## config.mk

```make
export PLATFORM = sky130hd
export DESIGN_NAME = lksm_ctrl
export DESIGN_NICKNAME = d
export VERILOG_FILES = /design/src/rtl/core/lksm_pkg.sv /design/src/rtl/core/lksm_ctrl.sv
export SDC_FILE = /design/constraint.sdc
export NUM_CORES = 1
export LEC_CHECK = 0
export BUFFER_PORTS_ARGS = -buffer_cell sky130_fd_sc_hd__buf_2
export CORE_AREA = 3 3 40 42
export DETAILED_ROUTE_END_ITERATION = 7
export DIE_AREA = 0 0 43 45
export GPL_ROUTABILITY_DRIVEN = 0
export SYNTH_ARGS = -nofsm -noshare
export SYNTH_HDL_FRONTEND = slang
export SYNTH_SLANG_ARGS = --single-unit
```

## constraint.sdc

```tcl
create_clock -name clock -period 1.9 [get_ports clock]
set_input_delay 0.19 -clock clock [delete_from_list [all_inputs] [get_ports clock]]
set_output_delay 0.19 -clock clock [all_outputs]
set_load 0.1 [all_outputs]
```

## src/rtl/core/lksm_pkg.sv

```systemverilog
// shared types and constants of the leader key sequence matcher
`timescale 1ns / 1ps

package lksm_pkg;

   localparam int DICT_ENTRIES = 32;
   localparam int MAX_SEQ_LEN  = 16;
   localparam int SLOTS        = MAX_SEQ_LEN + 2;
   localparam int HELD_KEYS    = MAX_SEQ_LEN + 1;
   localparam int KEY_W        = 16;
   localparam int CSR_W        = 16;
   localparam int ROW_W        = (DICT_ENTRIES > 1) ? $clog2(DICT_ENTRIES) : 1;
   localparam int SLOT_W       = $clog2(SLOTS);
   localparam int POS_W        = $clog2(HELD_KEYS);
   localparam int ENTRY_IDX_W  = 5;
   localparam int SLOT_IDX_W   = 5;
   localparam int CSR_IDX_W    = 2;

   localparam logic [KEY_W-1:0] TIMEOUT_RESET     = KEY_W'(1000);
   localparam logic [KEY_W-1:0] LEADER_LOW_RESET  = '1;
   localparam logic [KEY_W-1:0] LEADER_HIGH_RESET = '0;

   typedef enum logic [1:0] {
      CMD_KEY   = 2'd0,
      CMD_TICK  = 2'd1,
      CMD_WRITE = 2'd2
   } cmd_type;

   typedef enum logic [CSR_IDX_W-1:0] {
      CSR_TIMEOUT     = 2'd0,
      CSR_LEADER_LOW  = 2'd1,
      CSR_LEADER_HIGH = 2'd2
   } csr_index_type;

   typedef enum logic [1:0] {
      SCAN_NONE    = 2'd0,
      SCAN_PARTIAL = 2'd1,
      SCAN_FULL    = 2'd2
   } scan_kind_type;

   typedef enum logic [1:0] {
      ST_CLEAR = 2'd0,
      ST_IDLE  = 2'd1,
      ST_SCAN  = 2'd2
   } state_type;

   typedef struct packed {
      logic clear_step;
      logic dict_write;
      logic seq_open;
      logic seq_append;
      logic seq_close;
      logic idle_tick;
      logic scan_start;
      logic rsp_load;
      logic rsp_consumed;
      logic rsp_fired;
      logic rsp_timed_out;
   } dp_cmd_type;

   typedef struct packed {
      logic          open_flag;
      logic          leader_hit;
      logic          seq_full;
      logic          idle_expire;
      logic          scan_done;
      scan_kind_type scan_kind;
      logic          clear_last;
   } dp_status_type;

endpackage

```

## src/rtl/core/lksm_ctrl.sv

```systemverilog
// controller state machine of the leader key sequence matcher
`timescale 1ns / 1ps

module lksm_ctrl (
   input  logic                    clock,
   input  logic                    reset,
   input  logic                    req_valid,
   input  logic [1:0]              req_command,
   input  logic                    req_key_released,
   input  logic                    req_injected,
   input  logic                    req_already_handled,
   output logic                    req_stall,
   output logic                    rsp_valid,
   input  logic                    rsp_stall,
   input  lksm_pkg::dp_status_type status,
   output lksm_pkg::dp_cmd_type    cmd
);

   lksm_pkg::state_type state_ff, state_in;
   logic rsp_valid_ff, rsp_valid_in;
   logic out_free;
   logic accept;
   logic live_key;

   assign out_free  = !rsp_valid_ff || !rsp_stall;
   assign req_stall = !((state_ff == lksm_pkg::ST_IDLE) && out_free);
   assign accept    = req_valid && !req_stall;
   assign live_key  = !req_key_released && !req_injected && !req_already_handled;
   assign rsp_valid = rsp_valid_ff;

   always_ff @(posedge clock) begin
      if (reset) begin
         state_ff     <= lksm_pkg::ST_CLEAR;
         rsp_valid_ff <= 1'b0;
      end else begin
         state_ff     <= state_in;
         rsp_valid_ff <= rsp_valid_in;
      end
   end

   always_comb begin
      state_in = state_ff;
      cmd      = '0;
      unique case (state_ff)
         lksm_pkg::ST_CLEAR: begin
            cmd.clear_step = 1'b1;
            if (status.clear_last) begin
               state_in = lksm_pkg::ST_IDLE;
            end
         end
         lksm_pkg::ST_IDLE: begin
            if (accept) begin
               cmd.rsp_load = 1'b1;
               case (lksm_pkg::cmd_type'(req_command))
                  lksm_pkg::CMD_KEY: begin
                     if (live_key) begin
                        if (!status.open_flag) begin
                           if (status.leader_hit) begin
                              cmd.seq_open     = 1'b1;
                              cmd.rsp_consumed = 1'b1;
                           end
                        end else if (status.seq_full) begin
                           cmd.seq_close = 1'b1;
                        end else begin
                           cmd.seq_append = 1'b1;
                           cmd.scan_start = 1'b1;
                           cmd.rsp_load   = 1'b0;
                           state_in       = lksm_pkg::ST_SCAN;
                        end
                     end
                  end
                  lksm_pkg::CMD_TICK: begin
                     if (status.open_flag) begin
                        cmd.idle_tick = 1'b1;
                        if (status.idle_expire) begin
                           cmd.seq_close     = 1'b1;
                           cmd.rsp_timed_out = 1'b1;
                        end
                     end
                  end
                  lksm_pkg::CMD_WRITE: begin
                     cmd.dict_write = 1'b1;
                  end
                  default: begin
                  end
               endcase
            end
         end
         lksm_pkg::ST_SCAN: begin
            if (status.scan_done && out_free) begin
               cmd.rsp_load     = 1'b1;
               cmd.rsp_consumed = (status.scan_kind != lksm_pkg::SCAN_NONE);
               cmd.rsp_fired    = (status.scan_kind == lksm_pkg::SCAN_FULL);
               cmd.seq_close    = (status.scan_kind != lksm_pkg::SCAN_PARTIAL);
               state_in         = lksm_pkg::ST_IDLE;
            end
         end
         default: begin
            state_in = lksm_pkg::ST_IDLE;
         end
      endcase
   end

   always_comb begin
      if (cmd.rsp_load) begin
         rsp_valid_in = 1'b1;
      end else begin
         rsp_valid_in = rsp_valid_ff && rsp_stall;
      end
   end

   a_no_accept_in_clear: assert property (@(posedge clock) disable iff (reset)
      (state_ff == lksm_pkg::ST_CLEAR) |-> req_stall)
      else $error("input transfer allowed during dictionary clear");

   a_load_needs_free_output: assert property (@(posedge clock) disable iff (reset)
      cmd.rsp_load |-> out_free)
      else $error("result loaded over a pending result");

   a_scan_follows_start: assert property (@(posedge clock) disable iff (reset)
      cmd.scan_start |=> (state_ff == lksm_pkg::ST_SCAN))
      else $error("scan start without scan state");

   a_scan_blocks_input: assert property (@(posedge clock) disable iff (reset)
      (state_ff == lksm_pkg::ST_SCAN) |-> req_stall)
      else $error("input transfer allowed during scan");

   a_fire_closes: assert property (@(posedge clock) disable iff (reset)
      cmd.rsp_fired |-> (cmd.seq_close && cmd.rsp_consumed))
      else $error("full match without close");

endmodule

```

Word-level counts from Yosys, hierarchy flattened. Cells that the tools add are included.

Equality and inequality tests: 13. Multiplexer cells: 38. Reductions and logical operators: 17.

Operator list (number): $mux 2 (13); $mux 1 (15); $mux 3 (5); $ne 2x2->1 const B (6); $mux 8 (1); $reduce_and 7->1 (1); $eq 2x2->1 const B (3); $logic_and 1x1->1 (6); $logic_not 1->1 (6); $pmux 2 s3 (1); $eq 2x1->1 const B (2); $logic_not 2->1 (2); $ne 2x1->1 const B (2); $pmux 1 s2 (2); $pmux 2 s2 (1); $reduce_bool 2->1 (1); $logic_or 1x1->1 (1).

Register bits: 3. Input port bits: 17. Output and inout bits: 13. Word-level logic and storage cells: 70.

Logic depth before layout (Yosys ltp). Gate-level depths: netlist of run 1.

Word-level depth: 8. Depth in mapped cells: 6. Gate-level depth less buffers: 6.

Worst setup path before layout of run 1. No wires, ideal clock.

Path kind: reg-to-output. Start point: reg rsp_valid_ff, in the netlist rsp_valid. End point: out cmd[7] (netlist name). Arrival time: 3771 ps. Data required time: 1710 ps. Setup slack: -2061 ps. Stages on the path, launching flop included: 5. Buffers on the path: 1. Path through: dfxtp_1 -> nand2_2 -> nand3_4 -> nor3_1 -> buf_4.

RTL lines: start, declared (RTL line lksm_ctrl.sv:20) `logic rsp_valid_ff, rsp_valid_in;`; start signal, assigned (RTL line lksm_ctrl.sv:37) `rsp_valid_ff <= rsp_valid_in;`; end, declared (RTL line lksm_ctrl.sv:16) `output lksm_pkg::dp_cmd_type cmd`.

==> results.py, run 1 <==
metrics = {
    "critical_path": {
        "cp-startpoint": "state_ff[1]$_SDFFE_PP0P_",
        "start_kind": "flip-flop",
        "r2r-end": "state_ff[1]$_SDFFE_PP0P_",
        "max_stage_delay_ns": 0.34,
        "r2r_start": "state_ff[0]$_SDFFE_PP0P_",
        "path_cells": "inv_2 > ha_4 > nand3_4 > nor4_4 > buf_4 > buf_12",
        "endpoint_kind": "output pin",
        "cp_max_fo": 7,
        "reg2reg_slack_ns": 0.40,
        "setup.worst_path.class": "reg2out",
        "critPathArrivalTime_ns": 1.59,
        "r2r_cells": 6,
        "cpMaxStageDelayCell": "nor4_4",
        "required_ns": 1.71,
        "cp-endpoint": "cmd[8]",
    },
    "timing": {
        "final_hold_viol_count": 0,
        "tns_ns": 0,
        "drv_slew": 0,
        "fin_worst_skew_ns": 0.000725,
        "worst_pin_slew_ns": 0.489,
        "rsz0062_at_grt": "no",
        "slew_headroom": 0.676,
        "setup_viol": 0,
        "fin_crit_ns": 1.78,
        "timing.final.crit_share": 0.939,
        "fmax_mhz": 561,
        "fin_ws_ns": 0.116,
    },
    "routing": {
        "drt_iter0_drc": 7,
        "num_vias": 465,
        "viasPerCell": 4.84,
        "wirelength_um": 1020,
        "final_antenna_net_count": 0,
        "wire_per_inst_um": 10.6,
        "drc": 0,
        "dr.pass1.iters": 4,
    },
    "run_status": {
        "status": "complete, no violations",
    },
    "logic_synthesis": {
        "synth-compound-area-share": 0.203,
        "yosysMostFrequentCell": "inv_1",
        "synth_xor_area_frac": 0,
        "synth_edf_count": 0,
        "synthMuxAreaShare": 0,
        "ys_types": 27,
        "ys_seq_elements": 3,
        "synth_top_area_cell": "dfxtp_1",
        "yosys-top-cells-count": "inv_1 (6), nor2_1 (4)",
        "synth-adder-area-share": 0.103,
        "ys.flop_type": "dfxtp_1",
        "synth_top_area_frac": 0.165,
        "synth_top_family_by_area": "simple AND/OR/NAND/NOR gates",
        "synthCells": 48,
        "yosys_warnings": 0,
        "async_reset_ff_frac": 0,
        "synth_nets": 68,
        "synthSimpleGateAreaFrac": 0.447,
        "syn-mean-instance-area_um2": 7.59,
        "yosysSeqAreaShare": 0.165,
        "synth_area_um2": 364,
        "ys_top_cells_by_area": "dfxtp_1 (16%), ha_1 (10%), inv_1 (6.2%)",
    },
    "cells_and_area": {
        "design_area_um2": 692,
        "layout-drive-gt1-share": 0.630,
        "insertedDiodeCount": 0,
        "fin_util": 0.538,
        "area_growth_pct": 90.0,
        "fin_nets": 102,
    },
    "global_route": {
        "antenna_found_initial": 0,
        "grt_overflow": 0,
        "grt_max_degree": 8,
        "grt_first_pass_wirelength_um": 1590,
        "first_global_vias": 406,
        "grt_use_total": 0.106,
    },
    "clocking": {
        "clkSinkCount": 3,
        "clock-root-buffer": "clkbuf_4",
        "clk_pin_slew_ns": 0.03,
        "clock_path_buffers": 2,
        "clock_latency_ns": 0.23,
        "cts_tree": "built",
        "cts_inserted_buffers": 3,
        "htree_num_levels": 1,
    },
    "place": {
        "hpwlAfterDp_um": 908,
        "dp_slack_ns": 0.215,
        "portBuffers": 29,
        "post_dp_cell_area_um2": 652,
    },
    "min_path": {
        "holdCritPathClass": "in2reg",
    },
    "flow_run": {
        "cap_viol_max_count": 0,
    },
    "die": {
        "die-area_mm2": 0.00194,
        "die_width_um": 43,
        "rows": 13,
        "die_y_um": 45,
        "start_util": 0.283,
        "core_mm2": 0.00128,
        "ios": 30,
    },
    "power": {
        "ir_drop_v": 0.000325,
        "p_total_uw": 321,
        "pwr_density_cell_mw_per_mm2": 464,
        "power_leakage_uw": 0.000337,
    },
}
logic make-up (layout without fill, tap and decap cells):
kind of cell | count (synthesis) | count (layout)
buf+inv | 7 | 40
flops | 3 | 3
fa+ha+maj | 3 | 3
compound gates | 9 | 9
simple gates | 26 | 26
layout by cell type, fill, tap and decap left out, drive strengths merged, types with 2 or more instances in the layout:
cell type	count
a21oi	2
and3	2
buf	30
clkbuf	4
dfxtp	3
ha	3
inv	6
nand2	5
nand3	4
nor2	4
nor3	4
o41ai	2
worst max-delay path: cells and delay by family (launching register included):
| family | cells | cell delay [ns] |
|---|---|---|
| flip-flops | 1 | 0.31 |
| AND/OR/NAND/NOR | 2 | 0.47 |
| buffers and inverters | 3 | 0.42 |
| adder cells (fa/ha/maj) | 1 | 0.16 |
state kept, by name, summed over array words and instances, names as in the netlist:
name       flops
rsp_valid      1
state_ff       2
where the power goes:
part / switching [uW] / total [uW] / internal, uW
logic: 100 / 141 / 40.5
clock network: 31.8 / 110 / 78.6
registers: 3.73 / 69.9 / 66.2
stage by stage:
| step | hold WS, ns | std cells |
|---|---|---|
| global route | 0.142 | 96 |
| global placement | 0.375 | 91 |
| detailed placement | 0.380 | 91 |
| CTS | 0.136 | 95 |
| finish | 0.134 | 96 |
| floorplan | 0.250 | 48 |
how the worst min path moves through the flow:
stage / startpoint / to / slack (ns) / cells after the start
finish: reset / state_ff[0]$_SDFFE_PP0P_ / 0.13 / 2
global route: reset / state_ff[0]$_SDFFE_PP0P_ / 0.14 / 2
CTS: reset / rsp_valid$_SDFF_PP0_ / 0.14 / 2
detailed placement: reset / rsp_valid$_SDFF_PP0_ / 0.38 / 2
global placement: reset / rsp_valid$_SDFF_PP0_ / 0.38 / 2
floorplan: reset / rsp_valid$_SDFF_PP0_ / 0.25 / 1
what timing repair did:
action,in CTS,in global routing
gates resized for setup,1,2
buffers inserted,0,1
hold buffers,0,0
setup endpoints to repair,1,3
pin swaps,1,1
cell type report:
class | count | area, um^2
fill | 124 | 593
multi-input combinational | 38 | 347
timing repair buffer | 30 | 213
sequential | 3 | 65.1
clock buffer | 4 | 26.3
inverter | 6 | 22.5
tap | 15 | 18.8
layer usage:
layer | GRT usage | vias up | share of wire | routed length (um)
met4 | 0.0723 | 0 | 0.015 | 15
met3 | 0.00797 | 2 | 0.099 | 101
met5 | 0 | - | 0 | 0
met2 | 0.183 | 23 | 0.46 | 471
met1 | 0.125 | 200 | 0.42 | 432
li1 | - | 240 | - | -
Power figures use the tool's default switching activity.
==> run 2: changes to the inputs <==
--- a/config.mk
+++ b/config.mk
@@ -6,10 +6,13 @@
 export NUM_CORES = 1
 export LEC_CHECK = 0
 export BUFFER_PORTS_ARGS = -buffer_cell sky130_fd_sc_hd__buf_2
-export CORE_AREA = 3 3 40 42
+export CELL_PAD_IN_SITES_DETAIL_PLACEMENT = 0
+export CELL_PAD_IN_SITES_GLOBAL_PLACEMENT = 1
+export CORE_MARGIN = 3
+export CORE_UTILIZATION = 23
 export DETAILED_ROUTE_END_ITERATION = 7
-export DIE_AREA = 0 0 43 45
 export GPL_ROUTABILITY_DRIVEN = 0
+export PLACE_DENSITY_LB_ADDON = 0.1
 export SYNTH_ARGS = -nofsm -noshare
 export SYNTH_HDL_FRONTEND = slang
 export SYNTH_SLANG_ARGS = --single-unit
==> results.py, run 2 (synthesis gave the netlist of run 1 again) <==
metrics = {
    "power": {
        "ir_drop_v": 0.000272,
        "p_total_uw": 321,
        "sw_frac_of_total": 0.422,
        "p_comb_frac": 0.441,
        "power_leakage_uw": 0.000339,
        "p_sw_uw": 136,
        "seqPwrFrac": 0.217,
        "internal_power_uw": 185,
        "pwr_density_cell_mw_per_mm2": 454,
        "pwr-share-clk": 0.342,
    },
    "flow_run": {
        "cap_viol_max_count": 0,
    },
    "routing": {
        "route.top_layer_used": "met3",
        "viasPerCell": 4.66,
        "num_vias": 447,
        "met1_length_um": 465,
        "dr.pass1.iters": 4,
        "drc": 0,
        "met2_length_um": 486,
        "wirelength_um": 1060,
        "final_antenna_net_count": 0,
        "drt_iter0_drc": 11,
        "wl_met3_um": 107,
        "wire_per_inst_um": 11.0,
    },
    "timing": {
        "fmax_mhz": 565,
        "final_hold_viol_count": 0,
        "drv_slew": 0,
        "fin_worst_skew_ns": 0.00130,
        "fin_crit_ns": 1.77,
        "slew_headroom": 0.677,
        "rsz0062_at_grt": "no",
        "fin_worst_hold_slack_ns": 0.150,
        "timing.final.crit_share": 0.931,
        "setup_viol": 0,
        "worst_pin_slew_ns": 0.488,
    },
    "global_route": {
        "antenna_found_initial": 0,
        "grt_use_total": 0.117,
        "grt_overflow": 0,
        "grt_first_pass_wirelength_um": 1740,
        "grt_max_degree": 8,
        "first_global_vias": 416,
    },
    "cells_and_area": {
        "regMostFlops": "state_ff",
        "area_growth_pct": 94.2,
        "fill_cells": 145,
        "final_common_cell": "buf_2",
        "fin_nets": 102,
        "largest_reg_flops": 2,
        "mostFrequentLayoutCells": "buf_2 (24), inv_1 (5), buf_12 (5)",
        "insertedDiodeCount": 0,
        "layout-drive-gt1-share": 0.630,
    },
    "die": {
        "ios": 30,
        "core_mm2": 0.00140,
        "start_util": 0.260,
        "rows": 13,
        "die-area_mm2": 0.00210,
        "die_width_um": 45.8,
        "die_y_um": 45.8,
    },
    "critical_path": {
        "setup.worst_path.class": "reg2out",
        "critPathArrivalTime_ns": 1.58,
        "max_stage_delay_ns": 0.33,
        "start_kind": "flip-flop",
        "critPathBufInv": 2,
        "cp_max_fo": 7,
        "required_ns": 1.71,
        "critical-path-top-delay-family": "simple AND/OR/NAND/NOR gates",
        "endpoint_kind": "output pin",
        "reg2reg_slack_ns": 0.41,
        "cpMaxStageDelayCell": "nor4_4",
        "path_cells": "inv_2 > ha_4 > nand3_4 > nor4_4 > o21a_4 > buf_12",
    },
    "run_status": {
        "status": "complete, no violations",
    },
    "clocking": {
        "htree_num_levels": 1,
        "cts_inserted_buffers": 3,
        "cts_tree": "built",
        "clock-root-buffer": "clkbuf_4",
        "clock_path_buffers": 2,
        "clkSinkCount": 3,
        "clock_latency_ns": 0.23,
        "clk_pin_slew_ns": 0.04,
    },
    "place": {
        "portBuffers": 29,
        "hpwlAfterDp_um": 905,
    },
    "min_path": {
        "holdCritPathClass": "in2reg",
    },
}
==> run 2: cell counts in the layout (fill, tap and decap cells not counted) <==
No cell type changed its count.
==> run 2: cell type report <==
type                    count  area (um^2)  area share
clock buffers               4         26.3      0.0372
flip-flops and latches      3         65.1      0.0920
multi-input cells          38          347       0.490
well taps                  15         18.8      0.0265
inverters                   6         22.5      0.0319
repair buffers             30          228       0.322
==> run 2: per-stage QoR <==
stage                     setup TNS [ns]   util  cells  setup slack, ns  area (um^2)
after detailed placement               0  0.477     91            0.228          667
after global routing                   0  0.505     96          0.00169          707
after CTS                              0  0.501     96           0.0162          701
after global placement                 0  0.477     91            0.246          667
after floorplan                    -1.75      -     48           -0.590          435
final                                  0  0.505     96            0.131          707
==> run 2: power groups by stage <==
stage	combinational [uW]	sequential, uW	clock [uW]
2_1_floorplan	96.8	74.9	0
3_3_place_gp	141	70.2	0
6_report	142	69.8	110
3_5_place_dp	142	70.3	0
5_1_grt	152	70.2	126
4_1_cts	143	69.3	116
==> run 2: worst paths after layout <==
path,start,endpoint,cells past startpoint
setup / recovery,state_ff[1]$_SDFFE_PP0P_,cmd[2],6
hold / removal,reset,rsp_valid$_SDFF_PP0_,2
hold reg to reg,state_ff[0]$_SDFFE_PP0P_,state_ff[0]$_SDFFE_PP0P_,2
setup reg to reg,state_ff[0]$_SDFFE_PP0P_,state_ff[1]$_SDFFE_PP0P_,6
==> run 2: what timing repair did <==
action / 4_1_cts / 5_1_grt
resized for setup: 0 / 3
pin swaps: 1 / 1
hold buffers: 0 / 0
endpoints found under the hold margin: 0 / 0
endpoints found under the setup margin: 1 / 6
buffers inserted: 1 / 0
==> run 2: worst reg2reg max path, delay by kind of cell, from the launching register on <==
family / cells / cell delay, ns
flip-flops: 1 / 0.35
AO/OA/AOI/OAI: 1 / 0.17
buffers and inverters: 1 / 0.07
adder cells (fa/ha/maj): 1 / 0.24
AND/OR/NAND/NOR: 3 / 0.56
==> run 2: routing by layer <==
layer	GRT usage	vias to the layer above
li1	-	239
met2	0.162	19
met4	0.0852	0
met5	0	-
met3	0.0277	0
met1	0.156	189
==> run 3: changes to the inputs <==
--- a/config.mk
+++ b/config.mk
@@ -5,11 +5,12 @@
 export SDC_FILE = /design/constraint.sdc
 export NUM_CORES = 1
 export LEC_CHECK = 0
+export ABC_AREA = 1
 export BUFFER_PORTS_ARGS = -buffer_cell sky130_fd_sc_hd__buf_2
 export CELL_PAD_IN_SITES_DETAIL_PLACEMENT = 0
 export CELL_PAD_IN_SITES_GLOBAL_PLACEMENT = 1
 export CORE_MARGIN = 3
-export CORE_UTILIZATION = 23
+export CORE_UTILIZATION = 24
 export DETAILED_ROUTE_END_ITERATION = 7
 export GPL_ROUTABILITY_DRIVEN = 0
 export PLACE_DENSITY_LB_ADDON = 0.1
==> results.py, run 3 <==
metrics = {
    "logic_synthesis": {
        "synth_nets": 91,
        "synth_edf_count": 0,
        "synth_area_um2": 418,
        "yosysSeqAreaShare": 0.144,
        "synthCells": 71,
        "ys.flop_type": "dfxtp_1",
        "synth_top_area_frac": 0.144,
        "yosys_warnings": 0,
        "syn-mean-instance-area_um2": 5.89,
        "ys_seq_elements": 3,
        "yosysMostFrequentCell": "nand2_1",
        "synth_top_area_cell": "dfxtp_1",
        "ys_types": 18,
        "ys_top_cells_by_area": "dfxtp_1 (14%), nand2_1 (13%), inv_1 (11%)",
        "async_reset_ff_frac": 0,
        "yosys-top-cells-count": "nand2_1 (14), inv_1 (12), nor2_1 (11)",
    },
    "min_path": {
        "min_from": "reset",
        "holdCritPathClass": "in2reg",
        "hold_end": "rsp_valid$_SDFF_PP0_",
        "min_path_cells": 2,
    },
    "critical_path": {
        "setup.worst_path.class": "reg2out",
        "critPathBufInv": 3,
        "required_ns": 1.71,
        "r2r_start": "state_ff[0]$_SDFFE_PP0P_",
        "path_cells": "inv_1 > ha_4 > nand2_8 > nor2_8 > inv_4 > nor2_2 > buf_2",
        "cpMaxStageDelayCell": "buf_2",
        "endpoint_kind": "output pin",
        "start_kind": "flip-flop",
        "cp_max_fo": 6,
        "r2r-end": "state_ff[0]$_SDFFE_PP0P_",
        "critPathArrivalTime_ns": 1.59,
        "critical-path-top-delay-family": "buffers and inverters",
        "max_stage_delay_ns": 0.42,
        "reg2reg_slack_ns": 0.60,
        "r2r_cells": 8,
    },
    "routing": {
        "wirelength_um": 1140,
        "num_vias": 495,
        "drc": 0,
        "drt_iter0_drc": 2,
        "dr.pass1.iters": 2,
        "wire_per_inst_um": 9.61,
        "viasPerCell": 4.16,
        "final_antenna_net_count": 0,
    },
    "global_route": {
        "grt_max_degree": 7,
        "grt_overflow": 0,
        "met1_usage": 0.170,
        "grt_use_total": 0.113,
        "use_met2": 0.158,
        "antenna_found_initial": 0,
        "grt_first_pass_wirelength_um": 1860,
        "grt_use_met3": 0.0338,
        "top_usage_layer": "met1",
        "first_global_vias": 466,
    },
    "flow_run": {
        "cap_viol_max_count": 0,
    },
    "die": {
        "rows": 14,
        "core_mm2": 0.00158,
        "start_util": 0.265,
        "die_width_um": 47.7,
        "die-area_mm2": 0.00228,
        "ios": 30,
        "die_y_um": 47.7,
    },
    "cells_and_area": {
        "largest_reg_flops": 2,
        "layoutNonFillerInstCount": 119,
        "mostFrequentLayoutCells": "buf_2 (22), nand2_1 (14), inv_1 (12), nor2_1 (9), clkbuf_4 (6)",
        "final_common_cell": "buf_2",
        "regMostFlops": "state_ff",
        "area_growth_pct": 80.5,
        "fin_nets": 124,
        "insertedDiodeCount": 0,
        "layout-drive-gt1-share": 0.515,
    },
    "timing": {
        "worst_pin_slew_ns": 0.486,
        "setup_viol": 0,
        "timing.final.crit_share": 0.938,
        "drv_slew": 0,
        "slew_headroom": 0.678,
        "rsz0062_at_grt": "no",
        "fmax_mhz": 561,
        "fin_worst_skew_ns": 0.00635,
        "final_hold_viol_count": 0,
        "fin_crit_ns": 1.78,
    },
    "power": {
        "pwr_density_cell_mw_per_mm2": 444,
        "power_leakage_uw": 0.000423,
        "ir_drop_v": 0.000524,
        "p_total_uw": 335,
    },
    "clocking": {
        "htree_num_levels": 1,
        "clkSinkCount": 3,
        "post_cts_buffers": 0,
        "clk_pin_slew_ns": 0.04,
        "postCtsHoldBufs": 0,
        "cts_tree": "built",
        "cts_inserted_buffers": 3,
        "clock_path_buffers": 2,
        "clock_latency_ns": 0.23,
        "clock-root-buffer": "clkbuf_4",
    },
    "place": {
        "hpwlAfterDp_um": 991,
        "portBuffers": 29,
        "dp.cells": 115,
    },
    "run_status": {
        "status": "complete, no violations",
    },
}
## run 3: layout make-up
type                    count  area [um^2]
fillers                   170          822
multi-input cells          49          362
repair buffers             29          213
inverters                  18         70.1
flip-flops and latches      3         63.8
clock buffers               4         26.3
well taps                  16         20.0
## run 3: logic make-up after synthesis
logic type                 share of synthesized area
AOI/OAI and AO/OA                              0.117
DFF                                            0.144
adders and majority gates                     0.0898
and+or+nand+nor                                0.470
buffers and inverters                          0.180
## run 3: worst max path at each step
stage	from	to	slack, ns	depth (start not counted)
after floorplan	rsp_valid$_SDFF_PP0_	cmd[8]	-0.35	5
after global placement	state_ff[1]$_SDFFE_PP0P_	cmd[8]	0.31	7
after detailed placement	state_ff[1]$_SDFFE_PP0P_	cmd[8]	0.28	7
after CTS	state_ff[1]$_SDFFE_PP0P_	cmd[8]	0.03	7
after global routing	state_ff[1]$_SDFFE_PP0P_	cmd[5]	0.02	7
final	state_ff[1]$_SDFFE_PP0P_	cmd[5]	0.12	7
## run 3: what timing repair did
item                       4_1_cts  5_1_grt
setup endpoints to repair        0        6
hold endpoints to repair         0        0
resized for setup                0        4
## run 3: routing by layer
metal / vias to the layer above / wire, um
met5: - / 0
met4: 0 / 0
met3: 0 / 90
met2: 20 / 457
met1: 198 / 595
li1: 277 / -
## run 3: where the power goes
part,internal [uW],switching [uW]
clock,78.6,32.0
combinational,44.9,111
sequential,65.5,3.44
## run 3: per-stage QoR
stage          TNS, ns  hold slack (ns)  setup slack, ns  cell area, um^2  utilization
2_1_floorplan   -0.404            0.243           -0.353              510            -
4_1_cts              0            0.134           0.0344              742        0.471
3_3_place_gp         0            0.383            0.305              716        0.454
5_1_grt              0            0.133           0.0190              754        0.479
6_report             0            0.139            0.118              754        0.479
3_5_place_dp         0            0.379            0.280              716        0.454
